**src/design/aet_pkg.sv**
```systemverilog
`default_nettype none

package aet_pkg;

    localparam logic [7:0] LEVEL_MAX = 8'hFF;

    // Configuration register indexes.
    localparam logic [2:0] CFG_ATTACK_STEP    = 3'd0;
    localparam logic [2:0] CFG_DECAY_FACTOR   = 3'd1;
    localparam logic [2:0] CFG_SUSTAIN_LEVEL  = 3'd2;
    localparam logic [2:0] CFG_RELEASE_FACTOR = 3'd3;
    localparam logic [2:0] CFG_ECHO_LEVEL     = 3'd4;
    localparam logic [2:0] CFG_ECHO_FRAMES    = 3'd5;
    localparam logic [2:0] CFG_MASTER_GAIN    = 3'd6;

    // Envelope stage of the voice.
    typedef enum logic [5:0] {
        ENV_IDLE    = 6'b000001,
        ENV_ATTACK  = 6'b000010,
        ENV_DECAY   = 6'b000100,
        ENV_SUSTAIN = 6'b001000,
        ENV_RELEASE = 6'b010000,
        ENV_ECHO    = 6'b100000
    } env_stage_t;

    // Sequencer states.
    typedef enum logic [5:0] {
        ST_IDLE  = 6'b000001,
        ST_ENV   = 6'b000010,
        ST_SCALE = 6'b000100,
        ST_RIGHT = 6'b001000,
        ST_LEFT  = 6'b010000,
        ST_DONE  = 6'b100000
    } ctrl_state_t;

    typedef struct packed {
        logic capture;
        logic env_step;
        logic scale_step;
        logic right_step;
        logic left_step;
        logic out_load;
    } dp_cmd_t;

    typedef struct packed {
        logic sounds;
    } dp_status_t;

endpackage

`default_nettype wire

```
**src/design/aet_datapath.sv**
```systemverilog
`default_nettype none

module aet_datapath (
    input  wire logic               aclk,
    input  wire logic               aresetn,
    input  wire aet_pkg::dp_cmd_t   cmd,
    output aet_pkg::dp_status_t     status,
    input  wire logic               cfg_wr_en,
    input  wire logic [2:0]         cfg_index,
    input  wire logic [7:0]         cfg_wdata,
    input  wire logic               s_note_on,
    input  wire logic               s_note_off,
    input  wire logic [7:0]         s_right_gain,
    input  wire logic [7:0]         s_left_gain,
    output logic                    m_active,
    output logic [7:0]              m_level,
    output logic [7:0]              m_right_level,
    output logic [7:0]              m_left_level
);

    logic [7:0] attack_step_reg;
    logic [7:0] decay_factor_reg;
    logic [7:0] sustain_level_reg;
    logic [7:0] release_factor_reg;
    logic [7:0] echo_level_reg;
    logic [7:0] echo_frames_reg;
    logic [3:0] master_gain_reg;

    aet_pkg::env_stage_t stage_reg, stage_next, eff_stage;
    logic [7:0] level_reg;
    logic [7:0] echo_cnt_reg, echo_cnt_next;
    logic [7:0] right_held_reg;
    logic [7:0] left_held_reg;

    logic       on_reg, off_reg;
    logic [7:0] rg_reg, lg_reg;
    logic [7:0] v_reg, v_next;
    logic       sounds_reg, sounds_next;
    logic [7:0] scaled_reg;

    logic [7:0]  mul_a, mul_b;
    logic [15:0] prod;
    logic [7:0]  vm;
    logic [8:0]  attack_sum;

    always_ff @(posedge aclk) begin
        if (!aresetn) begin
            attack_step_reg    <= 8'd255;
            decay_factor_reg   <= 8'd255;
            sustain_level_reg  <= 8'd255;
            release_factor_reg <= 8'd0;
            echo_level_reg     <= 8'd0;
            echo_frames_reg    <= 8'd0;
            master_gain_reg    <= 4'd15;
        end else if (cfg_wr_en) begin
            unique case (cfg_index)
                aet_pkg::CFG_ATTACK_STEP:    attack_step_reg    <= cfg_wdata;
                aet_pkg::CFG_DECAY_FACTOR:   decay_factor_reg   <= cfg_wdata;
                aet_pkg::CFG_SUSTAIN_LEVEL:  sustain_level_reg  <= cfg_wdata;
                aet_pkg::CFG_RELEASE_FACTOR: release_factor_reg <= cfg_wdata;
                aet_pkg::CFG_ECHO_LEVEL:     echo_level_reg     <= cfg_wdata;
                aet_pkg::CFG_ECHO_FRAMES:    echo_frames_reg    <= cfg_wdata;
                aet_pkg::CFG_MASTER_GAIN:    master_gain_reg    <= cfg_wdata[3:0];
                default: begin
                end
            endcase
        end
    end

    // One shared 8x8 multiplier; each step uses it once.
    always_comb begin
        priority if (cmd.env_step) begin
            mul_a = level_reg;
            mul_b = (eff_stage == aet_pkg::ENV_RELEASE) ? release_factor_reg
                                                        : decay_factor_reg;
        end else if (cmd.scale_step) begin
            mul_a = v_reg;
            mul_b = {4'd0, master_gain_reg} + 8'd1;
        end else if (cmd.right_step) begin
            mul_a = rg_reg;
            mul_b = scaled_reg;
        end else begin
            mul_a = lg_reg;
            mul_b = scaled_reg;
        end
    end

    assign prod       = mul_a * mul_b;
    assign vm         = prod[15:8];
    assign attack_sum = {1'b0, level_reg} + {1'b0, attack_step_reg};

    always_comb begin
        eff_stage = stage_reg;
        if (off_reg && (stage_reg == aet_pkg::ENV_ATTACK || stage_reg == aet_pkg::ENV_DECAY
                        || stage_reg == aet_pkg::ENV_SUSTAIN)) begin
            eff_stage = aet_pkg::ENV_RELEASE;
        end
    end

    always_comb begin
        stage_next    = eff_stage;
        v_next        = level_reg;
        sounds_next   = 1'b1;
        echo_cnt_next = echo_cnt_reg;
        if (on_reg) begin
            if (off_reg) begin
                stage_next  = aet_pkg::ENV_IDLE;
                sounds_next = 1'b0;
            end else begin
                echo_cnt_next = echo_frames_reg;
                v_next        = attack_step_reg;
                stage_next    = aet_pkg::ENV_ATTACK;
                if (attack_step_reg == aet_pkg::LEVEL_MAX) begin
                    stage_next = aet_pkg::ENV_DECAY;
                end
            end
        end else begin
            unique case (eff_stage)
                aet_pkg::ENV_ATTACK: begin
                    if (attack_sum >= {1'b0, aet_pkg::LEVEL_MAX}) begin
                        v_next     = aet_pkg::LEVEL_MAX;
                        stage_next = aet_pkg::ENV_DECAY;
                    end else begin
                        v_next = attack_sum[7:0];
                    end
                end
                aet_pkg::ENV_DECAY: begin
                    v_next = vm;
                    if (vm <= sustain_level_reg) begin
                        v_next     = sustain_level_reg;
                        stage_next = aet_pkg::ENV_SUSTAIN;
                        if (sustain_level_reg == 8'd0) begin
                            v_next     = echo_level_reg;
                            stage_next = aet_pkg::ENV_ECHO;
                            if (echo_level_reg == 8'd0) begin
                                stage_next  = aet_pkg::ENV_IDLE;
                                sounds_next = 1'b0;
                            end
                        end
                    end
                end
                aet_pkg::ENV_SUSTAIN: begin
                end
                aet_pkg::ENV_RELEASE: begin
                    v_next = vm;
                    if (vm <= echo_level_reg) begin
                        v_next     = echo_level_reg;
                        stage_next = aet_pkg::ENV_ECHO;
                        if (echo_level_reg == 8'd0) begin
                            stage_next  = aet_pkg::ENV_IDLE;
                            sounds_next = 1'b0;
                        end
                    end
                end
                aet_pkg::ENV_ECHO: begin
                    echo_cnt_next = echo_cnt_reg - 8'd1;
                    if (echo_cnt_reg <= 8'd1) begin
                        stage_next  = aet_pkg::ENV_IDLE;
                        sounds_next = 1'b0;
                    end
                end
                default: begin
                    stage_next  = aet_pkg::ENV_IDLE;
                    sounds_next = 1'b0;
                end
            endcase
        end
    end

    assign status.sounds = sounds_next;

    always_ff @(posedge aclk) begin
        if (!aresetn) begin
            stage_reg      <= aet_pkg::ENV_IDLE;
            level_reg      <= 8'd0;
            echo_cnt_reg   <= 8'd0;
            right_held_reg <= 8'd0;
            left_held_reg  <= 8'd0;
        end else begin
            if (cmd.env_step) begin
                stage_reg    <= stage_next;
                echo_cnt_reg <= echo_cnt_next;
            end
            if (cmd.scale_step) begin
                level_reg <= v_reg;
            end
            if (cmd.right_step) begin
                right_held_reg <= prod[15:8];
            end
            if (cmd.left_step) begin
                left_held_reg <= prod[15:8];
            end
        end
    end

    always_ff @(posedge aclk) begin
        if (cmd.capture) begin
            on_reg  <= s_note_on;
            off_reg <= s_note_off;
            rg_reg  <= s_right_gain;
            lg_reg  <= s_left_gain;
        end
        if (cmd.env_step) begin
            v_reg      <= v_next;
            sounds_reg <= sounds_next;
        end
        if (cmd.scale_step) begin
            scaled_reg <= prod[11:4];
        end
        if (cmd.out_load) begin
            m_active      <= sounds_reg;
            m_level       <= level_reg;
            m_right_level <= right_held_reg;
            m_left_level  <= left_held_reg;
        end
    end

endmodule

`default_nettype wire

```
**src/design/aet_ctrl.sv**
```systemverilog
`default_nettype none

module aet_ctrl (
    input  wire logic                aclk,
    input  wire logic                aresetn,
    input  wire logic                s_valid,
    output logic                     s_ready,
    output logic                     m_valid,
    input  wire logic                m_ready,
    input  wire aet_pkg::dp_status_t status,
    output aet_pkg::dp_cmd_t         cmd
);

    aet_pkg::ctrl_state_t state_reg, state_next;
    logic m_valid_reg, m_valid_next;
    logic out_free;

    assign out_free = !m_valid_reg || m_ready;
    assign s_ready  = (state_reg == aet_pkg::ST_IDLE);
    assign m_valid  = m_valid_reg;

    always_comb begin
        state_next     = state_reg;
        m_valid_next   = m_valid_reg && !m_ready;
        cmd            = '0;
        unique case (state_reg)
            aet_pkg::ST_IDLE: begin
                if (s_valid) begin
                    cmd.capture = 1'b1;
                    state_next  = aet_pkg::ST_ENV;
                end
            end
            aet_pkg::ST_ENV: begin
                cmd.env_step = 1'b1;
                state_next   = status.sounds ? aet_pkg::ST_SCALE : aet_pkg::ST_DONE;
            end
            aet_pkg::ST_SCALE: begin
                cmd.scale_step = 1'b1;
                state_next     = aet_pkg::ST_RIGHT;
            end
            aet_pkg::ST_RIGHT: begin
                cmd.right_step = 1'b1;
                state_next     = aet_pkg::ST_LEFT;
            end
            aet_pkg::ST_LEFT: begin
                cmd.left_step = 1'b1;
                state_next    = aet_pkg::ST_DONE;
            end
            aet_pkg::ST_DONE: begin
                if (out_free) begin
                    cmd.out_load = 1'b1;
                    m_valid_next = 1'b1;
                    state_next   = aet_pkg::ST_IDLE;
                end
            end
            default: begin
                state_next = aet_pkg::ST_IDLE;
            end
        endcase
    end

    always_ff @(posedge aclk) begin
        if (!aresetn) begin
            state_reg   <= aet_pkg::ST_IDLE;
            m_valid_reg <= 1'b0;
        end else begin
            state_reg   <= state_next;
            m_valid_reg <= m_valid_next;
        end
    end

    a_load_when_free: assert property (@(posedge aclk) disable iff (!aresetn)
        cmd.out_load |-> (!m_valid_reg || m_ready))
        else $error("output register overwritten while a result waits");

    a_accept_starts: assert property (@(posedge aclk) disable iff (!aresetn)
        (s_valid && s_ready) |=> (state_reg == aet_pkg::ST_ENV))
        else $error("accepted request did not start the envelope step");

    a_silent_skips: assert property (@(posedge aclk) disable iff (!aresetn)
        (cmd.env_step && !status.sounds) |=> (state_reg == aet_pkg::ST_DONE))
        else $error("silent frame entered the scaling steps");

    a_load_sets_valid: assert property (@(posedge aclk) disable iff (!aresetn)
        cmd.out_load |=> m_valid_reg)
        else $error("loaded result not presented");

endmodule

`default_nettype wire

```
**src/design/adsr_envelope_with_echo_tail.sv**
```systemverilog
// Envelope generator for one voice, advanced once per frame request.
// Input channel (s_valid/s_ready): one request per frame carrying note-on,
// note-off and the right and left side volumes. Result channel
// (m_valid/m_ready): exactly one result per request with the active flag,
// the envelope level and the right and left output volumes.
// Configuration is a plain write port: cfg_wr_en, cfg_index and cfg_wdata
// write one register per cycle; indexes beyond the last register are ignored.
// A request is taken in the idle state. A sounding frame then runs the
// envelope, scale, right and left steps and is loaded in the done state; a
// silent frame goes from the envelope step straight to done. A request is
// taken only after the last result is loaded. The steps follow from the
// single shared 8x8 multiplier, used in turn for the decay or release
// factor, the master gain and the two side volumes.
// Reset (aresetn, synchronous, active low) puts the voice in idle with a zero
// level and loads the configuration defaults.
// When the receiver stalls, the finished result stays in the output register;
// the next request is still taken and computed, and then waits until the
// output register frees up.
`default_nettype none

module adsr_envelope_with_echo_tail (
    input  wire logic       aclk,
    input  wire logic       aresetn,
    input  wire logic       cfg_wr_en,
    input  wire logic [2:0] cfg_index,
    input  wire logic [7:0] cfg_wdata,
    input  wire logic       s_valid,
    output logic            s_ready,
    input  wire logic       s_note_on,
    input  wire logic       s_note_off,
    input  wire logic [7:0] s_right_gain,
    input  wire logic [7:0] s_left_gain,
    output logic            m_valid,
    input  wire logic       m_ready,
    output logic            m_active,
    output logic [7:0]      m_level,
    output logic [7:0]      m_right_level,
    output logic [7:0]      m_left_level
);

    // Commands from the sequencer and the datapath's verdict on whether the
    // frame sounds.
    aet_pkg::dp_cmd_t    cmd;
    aet_pkg::dp_status_t status;

    aet_ctrl u_ctrl (
        .aclk    (aclk),
        .aresetn (aresetn),
        .s_valid (s_valid),
        .s_ready (s_ready),
        .m_valid (m_valid),
        .m_ready (m_ready),
        .status  (status),
        .cmd     (cmd)
    );

    // The datapath holds the configuration, the envelope state, the shared
    // multiplier and the output register.
    aet_datapath u_datapath (
        .aclk          (aclk),
        .aresetn       (aresetn),
        .cmd           (cmd),
        .status        (status),
        .cfg_wr_en     (cfg_wr_en),
        .cfg_index     (cfg_index),
        .cfg_wdata     (cfg_wdata),
        .s_note_on     (s_note_on),
        .s_note_off    (s_note_off),
        .s_right_gain  (s_right_gain),
        .s_left_gain   (s_left_gain),
        .m_active      (m_active),
        .m_level       (m_level),
        .m_right_level (m_right_level),
        .m_left_level  (m_left_level)
    );

endmodule

`default_nettype wire

```
**config.mk**
```make
export PLATFORM = sky130hd
export DESIGN_NAME = adsr_envelope_with_echo_tail
export DESIGN_NICKNAME = d
export VERILOG_FILES = /design/src/design/aet_pkg.sv /design/src/design/aet_datapath.sv /design/src/design/aet_ctrl.sv /design/src/design/adsr_envelope_with_echo_tail.sv
export SDC_FILE = /design/constraint.sdc
export NUM_CORES = 1
export LEC_CHECK = 0
export ABC_AREA = 0
export BUFFER_PORTS_ARGS = -buffer_cell sky130_fd_sc_hd__buf_2
export CAP_MARGIN = 20
export CORE_MARGIN = 3
export CORE_UTILIZATION = 56
export CTS_CLUSTER_DIAMETER = 40
export DETAILED_ROUTE_END_ITERATION = 8
export GPL_TIMING_DRIVEN = 0
export PLACE_DENSITY = 0.77
export SLEW_MARGIN = 5
export SYNTH_ARGS = -nofsm -noshare
export SYNTH_HDL_FRONTEND = slang
export SYNTH_SLANG_ARGS = --single-unit
```
**constraint.sdc**
```tcl
create_clock -name aclk -period 8.25 [get_ports aclk]
set_clock_uncertainty 0.1 [all_clocks]
set_input_delay 0.825 -clock aclk [delete_from_list [all_inputs] [get_ports aclk]]
set_output_delay 0.825 -clock aclk [all_outputs]
set_load 0.02 [all_outputs]
```
**Word-level counts from Yosys, hierarchy flattened**

Index checks and enable logic that the tools add are counted.

- Add/subtract/negate cells: 3
- $mul: 1
- Order comparisons: 4
- Eq/ne operators: 24
- Multiplexer cells: 49
- Reductions and logical operators: 21

Operators by type and width:

| kind | number |
|---|---|
| 8-bit two-way mux | 15 |
| 6-bit two-way mux | 12 |
| 6-bit one-hot mux with 6 select lines | 1 |
| 6-bit one-hot mux with 5 select lines | 1 |
| 8-bit one-hot mux with 3 select lines | 1 |
| 6-bit by 2-bit == test with 1-bit output (second input constant) | 3 |
| 6-bit by 3-bit == test with 1-bit output (second input constant) | 3 |
| 6-bit by 4-bit == test with 1-bit output (second input constant) | 3 |
| 1-bit two-way mux | 17 |
| 8-bit less-or-equal comparator | 2 |
| 8-bit zero test | 2 |
| 8-bit by 8-bit multiplier with 16-bit output | 1 |
| 2-bit AND reduction | 8 |
| 6-bit by 5-bit == test with 1-bit output (second input constant) | 2 |
| 6-bit == test (second input constant) | 2 |
| 8-bit by 8-bit adder with 9-bit output | 1 |
| 3-bit == test (second input constant) | 3 |
| 9-bit by 8-bit greater-or-equal comparator with 1-bit output (second input constant) | 1 |
| 8-bit == test (second input constant) | 1 |
| 8-bit by 1-bit less-or-equal comparator with 1-bit output (second input constant) | 1 |
| 8-bit by 1-bit subtractor with 8-bit output (second input constant) | 1 |
| 3-bit by 2-bit == test with 1-bit output (second input constant) | 2 |
| 6-bit by 1-bit == test with 1-bit output (second input constant) | 1 |
| 4-bit by 1-bit adder with 5-bit output (second input constant) | 1 |
| 12 further kinds | 17 |

- Register bits after elaboration: 157
- Input port bits: 34
- Output and inout port bits: 27
- Logic and storage cells: 127

**Depth between registers and ports, before layout**

- Depth after elaboration: 15
- Gate-level depth with buffers: 35
- Mapped depth without buffers: 32

**Hierarchy**

From an unflattened synthesis, not the netlist that was laid out.

- Cells, all modules: 1060
- Area total of the unflattened synthesis: 9754.4 sq um

By module, submodules not included:

| module | times used | cells an instance | area each (sq um) | seq. area each (sq um) |
|---|---|---|---|---|
| aet_datapath | 1 | 1015 | 9366.5 | 3603.5 |
| aet_ctrl | 1 | 45 | 387.9 | 140.1 |

**Worst setup path before layout**

Ideal clock, no wire load.

- Kind: flip-flop to flip-flop
- Start: reg u_ctrl.state_reg[2]
- End: reg u_datapath.v_reg[6], data pin
- Arrival time: 8193 ps
- Data required time: 7883 ps
- Setup slack: -310 ps
- Cell stages (with the launch flop): 32
- Path buffers: 4
- Period minus slack after synthesis: 8560 ps
- Cells stage by stage: dfxtp_1 -> or4b_1 -> or3_1 -> buf_2 -> inv_2 -> buf_2 -> clkbuf_1 -> a222oi_1 -> or2_2 -> fa_1 -> fa_1 -> inv_1 -> fa_1 -> inv_1 -> fa_1 -> inv_1 -> ha_1 -> nand4_1 -> a2111o_1 -> o41ai_1 -> a2111oi_0 -> nor3_1 -> inv_1 -> ha_1 -> a21o_1 -> a21oi_1 -> o2111a_1 -> o311a_1 -> clkbuf_1 -> a221o_1 -> o21ai_0 -> o21ai_0

- Cells in the longest elaborated chain, start to end: 10
- Elaborated cells between the ends (all ways): 18

Ends and longest elaborated chain:

| element | RTL line | source |
|---|---|---|
| from (decl) | aet_ctrl.sv:14 | `aet_pkg::ctrl_state_t state_reg, state_next;` |
| from (signal assigned) | aet_ctrl.sv:64 | `state_reg <= aet_pkg::ST_IDLE;` |
| from (signal assigned) | aet_ctrl.sv:67 | `state_reg <= state_next;` |
| 6-bit by 4-bit == test with 1-bit output | aet_ctrl.sv:26 | `unique case (state_reg)` |
| 1-bit two-way mux | aet_ctrl.sv:26 |  |
| 8-bit two-way mux | aet_datapath.sv:79 | `end else if (cmd.right_step) begin` |
| 8-bit two-way mux | aet_datapath.sv:76 | `end else if (cmd.scale_step) begin` |
| 8-bit two-way mux | aet_datapath.sv:72 | `priority if (cmd.env_step) begin` |
| 8-bit by 8-bit multiplier with 16-bit output * | aet_datapath.sv:88 | `assign prod = mul_a * mul_b;` |
| net u_datapath.prod[14] | aet_datapath.sv:42 | `logic [15:0] prod;` |
| 8-bit less-or-equal comparator (on tied branches) | aet_datapath.sv:146, aet_datapath.sv:129 |  |
| 8-bit two-way mux (on tied branches) | aet_datapath.sv:146, aet_datapath.sv:129 |  |
| 8-bit one-hot mux with 3 select lines * | aet_datapath.sv:118 | `unique case (eff_stage)` |
| 8-bit two-way mux * | aet_datapath.sv:105 | `if (on_reg) begin` |
| net u_datapath.v_next[6] | aet_datapath.sv:37 | `logic [7:0] v_reg, v_next;` |
| to (signal assigned) | aet_datapath.sv:204 | `v_reg <= v_next;` |
| to (decl) | aet_datapath.sv:37 |  |

Mark *: on every way through the listed nets, which the timed path passes. The rest lies on a longest branch.
A chain may end at the register's enable or synchronous reset.

**Final worst setup path**

- Start: reg u_ctrl.state_reg[3]
- End: reg u_datapath.v_reg[3], data pin

Same word-level chain as after synthesis.

==> results.yml <==
run_status:
  status: "complete, no violations"
placement:
  post-dp-hpwl_um: 20400
  dpl-instance-area_um2: 10400
  gp_congestion: 0.971
  portBuffers: 59
logic_synthesis:
  async_flop_share_pct: 0
  syn_nets: 1223
  synth.largest_area_cell: "dfxtp_1"
  synth_cells: 1092
  synth-main-ff-cell: "dfxtp_1"
  synth_cell_type_count: 75
  ys_ff_latch: 157
  ys_warn_count: 0
  avgSynthCellArea_um2: 8.93
  synth_edf_count: 60
  synth_seq_area_share_pct: 38.4
  synth_area_leaders: "dfxtp_1 (20%), edfxtp_1 (18%), ha_1 (7.7%)"
  synth.top_cell.area_share_pct: 19.9
  syn_area_um2: 9760
sta:
  slew_headroom_pct: 37.6
  fmax_mhz: 122
  finalMaxSlewViolations: 0
  worst_pin_slew_ns: 0.936
  finalCritPeriodShare_pct: 99.2
  hold_viol: 0
  period_needed_ns: 8.19
  finalSetupViolCount: 0
  hold_ws_ns: 0.320
setup_path:
  crit_fanout: 10
  startpoint_type: "flip-flop"
  crit_arrival_ns: 8.25
  r2r_start: "u_ctrl.state_reg[3]"
  worstSetupPathType: "flip-flop to flip-flop"
  timing.critical_path.from: "u_ctrl.state_reg[3]"
  reg2regPathDepth: 29
  cpMostUsedCell: "fa_1"
  cp-end-kind: "flip-flop"
  cp.required_ns: 8.31
  worst_path_largest_cell_delay_ns: 0.56
  cp_slowest_cell: "or4_4"
floorplan:
  die_h_um: 138
  rows: 47
  dieArea_um2: 19000
  core-area_um2: 16800
  pin_count: 61
  die-width_um: 138
  initial_utilization_pct: 58.0
drt:
  wl_um: 28600
  post_drt_wl_per_cell_um: 19.6
  dr_total_vias: 8993
  viasPerCell: 6.15
  drt-pass1-iter-count: 8
  drc: 0
  first_iter_violations: 825
  drtAntennaViolNets: 0
clock_tree:
  cts-root-buf: "clkbuf_16"
  hold_buffers: 0
  clk_pin_slew_ns: 0.06
  cts_max_path_buffers: 2
  clock-sinks: 157
  numCtsBuffers: 17
  clk_latency_ns: 0.43
  cts_htree_levels: 4
  cts_tree: "yes"
global_route:
  grtUsageTotal_pct: 30.0
  grt_pass1_wl_um: 43600
  grt_max_degree: 19
  grt_pass1_vias: 8319
  grt_overflow: 0
  antenna_found_initial: 0
pwr:
  pwr_density_cell_nw_per_um2: 255
  pwr-share-seq_pct: 28.0
  p_sw_w: 0.00116
  clkPwrFrac_pct: 25.2
  totalPowerFinal_w: 0.00307
  p_int_w: 0.00191
  max-vdd-ir-drop_v: 0.000193
  switching_share_pct: 37.9
  p_comb_share_pct: 46.8
  p_leak_nw: 5.08
finish:
  multi_input_area_um2: 6110
  nNetsFinal: 1360
  final_util_pct: 71.6
  regArea_um2: 3760
  drive_gt1_share_pct: 21.8
  fillers: 1198
  fin_area_um2: 12000
  area_growth_pct: 23.4
  diodes: 0
worst_hold_path:
  hold_path_class: "flip-flop to flip-flop"
  worstHoldStart: "u_datapath.sounds_reg"
  timing.hold.worst_path_depth: 0
run:
  cap_violations: 0
==> worst paths after layout <==
path / to / slack [ns]
hold reg to reg: u_datapath.m_active / 0.32
setup / recovery: u_datapath.v_reg[3] / 0.06
setup reg to reg: u_datapath.v_reg[3] / 0.06
hold / removal: u_datapath.m_active / 0.32
==> timing repair <==
item                       4_1_cts  5_1_grt
cloned                           1        0
buffers inserted                31       30
setup endpoints to repair       17       16
gates resized for setup         95       78
pin swaps                       25       49
==> cell usage after synthesis, types with 7 or more instances <==
| cell | n |
|---|---|
| or2_2 | 15 |
| nor2_1 | 96 |
| mux2i_1 | 10 |
| ha_1 | 60 |
| inv_1 | 82 |
| a222oi_1 | 8 |
| o22ai_1 | 7 |
| o21ai_0 | 43 |
| and3_1 | 9 |
| and2_1 | 12 |
| nand3_1 | 39 |
| a21o_1 | 14 |
| a21oi_1 | 35 |
| edfxtp_1 | 60 |
| a21boi_0 | 49 |
| clkbuf_1 | 34 |
| nor3_1 | 16 |
| dfxtp_1 | 97 |
| nor3b_1 | 8 |
| a31oi_1 | 16 |
| nor2b_1 | 10 |
| nand2b_1 | 10 |
| nand2_1 | 188 |
| xnor2_1 | 8 |
| or3_1 | 8 |
| o211ai_1 | 13 |
| fa_1 | 37 |
==> layout by cell type (no fill, tap or decap), drive strengths merged, types with 9 or more instances in the layout <==
cell / Yosys / final
a21o: 14 / 14
fa: 37 / 37
o211ai: 14 / 14
nand2: 188 / 188
buf: 3 / 130
o21ai: 44 / 44
and3: 9 / 9
nor2b: 10 / 10
ha: 60 / 60
nand3: 39 / 39
a21boi: 51 / 51
dfxtp: 97 / 97
nor2: 96 / 96
a31oi: 16 / 16
clkbuf: 34 / 46
edfxtp: 60 / 60
inv: 84 / 85
mux2i: 10 / 10
and2: 13 / 13
a21oi: 35 / 35
nor3: 16 / 16
or2: 16 / 16
nand2b: 10 / 10
==> power groups by stage <==
| stage | clock [W] | combinational [W] | sequential (W) |
|---|---|---|---|
| after floorplan | 0 | 0.000765 | 0.000869 |
| after global placement | 0 | 0.00101 | 0.000874 |
| after detailed placement | 0 | 0.00104 | 0.000874 |
| after CTS | 0.000781 | 0.00117 | 0.000858 |
| after global routing | 0.000818 | 0.00156 | 0.000860 |
| final | 0.000775 | 0.00144 | 0.000859 |
==> area by class of cell <==
type	instances	share of cell area, %
repair buffers	123	6.62
clock buffers	21	3.66
clock inverters	11	1.18
inverters	85	2.69
multi-input cells	813	50.7
plain buffers	32	1.62
well taps	220	2.29
flip-flops and latches	157	31.2
==> logic make-up after synthesis <==
family,Yosys count,synth area share [%]
and+or+nand+nor,448,21.6
AOI/OAI and AO/OA,241,17.4
DFF,157,38.4
buffers and inverters,122,4.76
adders and majority gates,97,15.3
xor gates and xnor gates,14,1.26
muxes,13,1.37
==> stage by stage <==
stage | TNS (ns) | worst slack (ns) | instances
final | 0 | 0.0623 | 1462
after global routing | -0.337 | -0.0637 | 1462
after CTS | 0 | 0.000470 | 1436
after detailed placement | -27.40 | -1.81 | 1376
after global placement | -25.91 | -1.72 | 1371
after floorplan | 0 | 0.0600 | 1092
==> critical path, delay by kind of cell, from the launching register on <==
kind	cells	cell delay [ns]
AOI/OAI and AO/OA	10	2.50
adders and majority gates	6	2.34
buffers and inverters	6	0.64
DFF	1	0.36
and+or+nand+nor	7	1.96
==> metal layers <==
metal | up-vias | share of wire [%] | global-route usage [%] | wire length, um
met5 | - | 0 | 1.11 | 0
met4 | 0 | 3.4 | 12.2 | 978
met3 | 82 | 8.3 | 5.59 | 2380
met2 | 457 | 46 | 48.3 | 13200
met1 | 4309 | 42 | 39.9 | 12000
li1 | 4145 | - | - | -
Power figures use the tool's default switching activity.
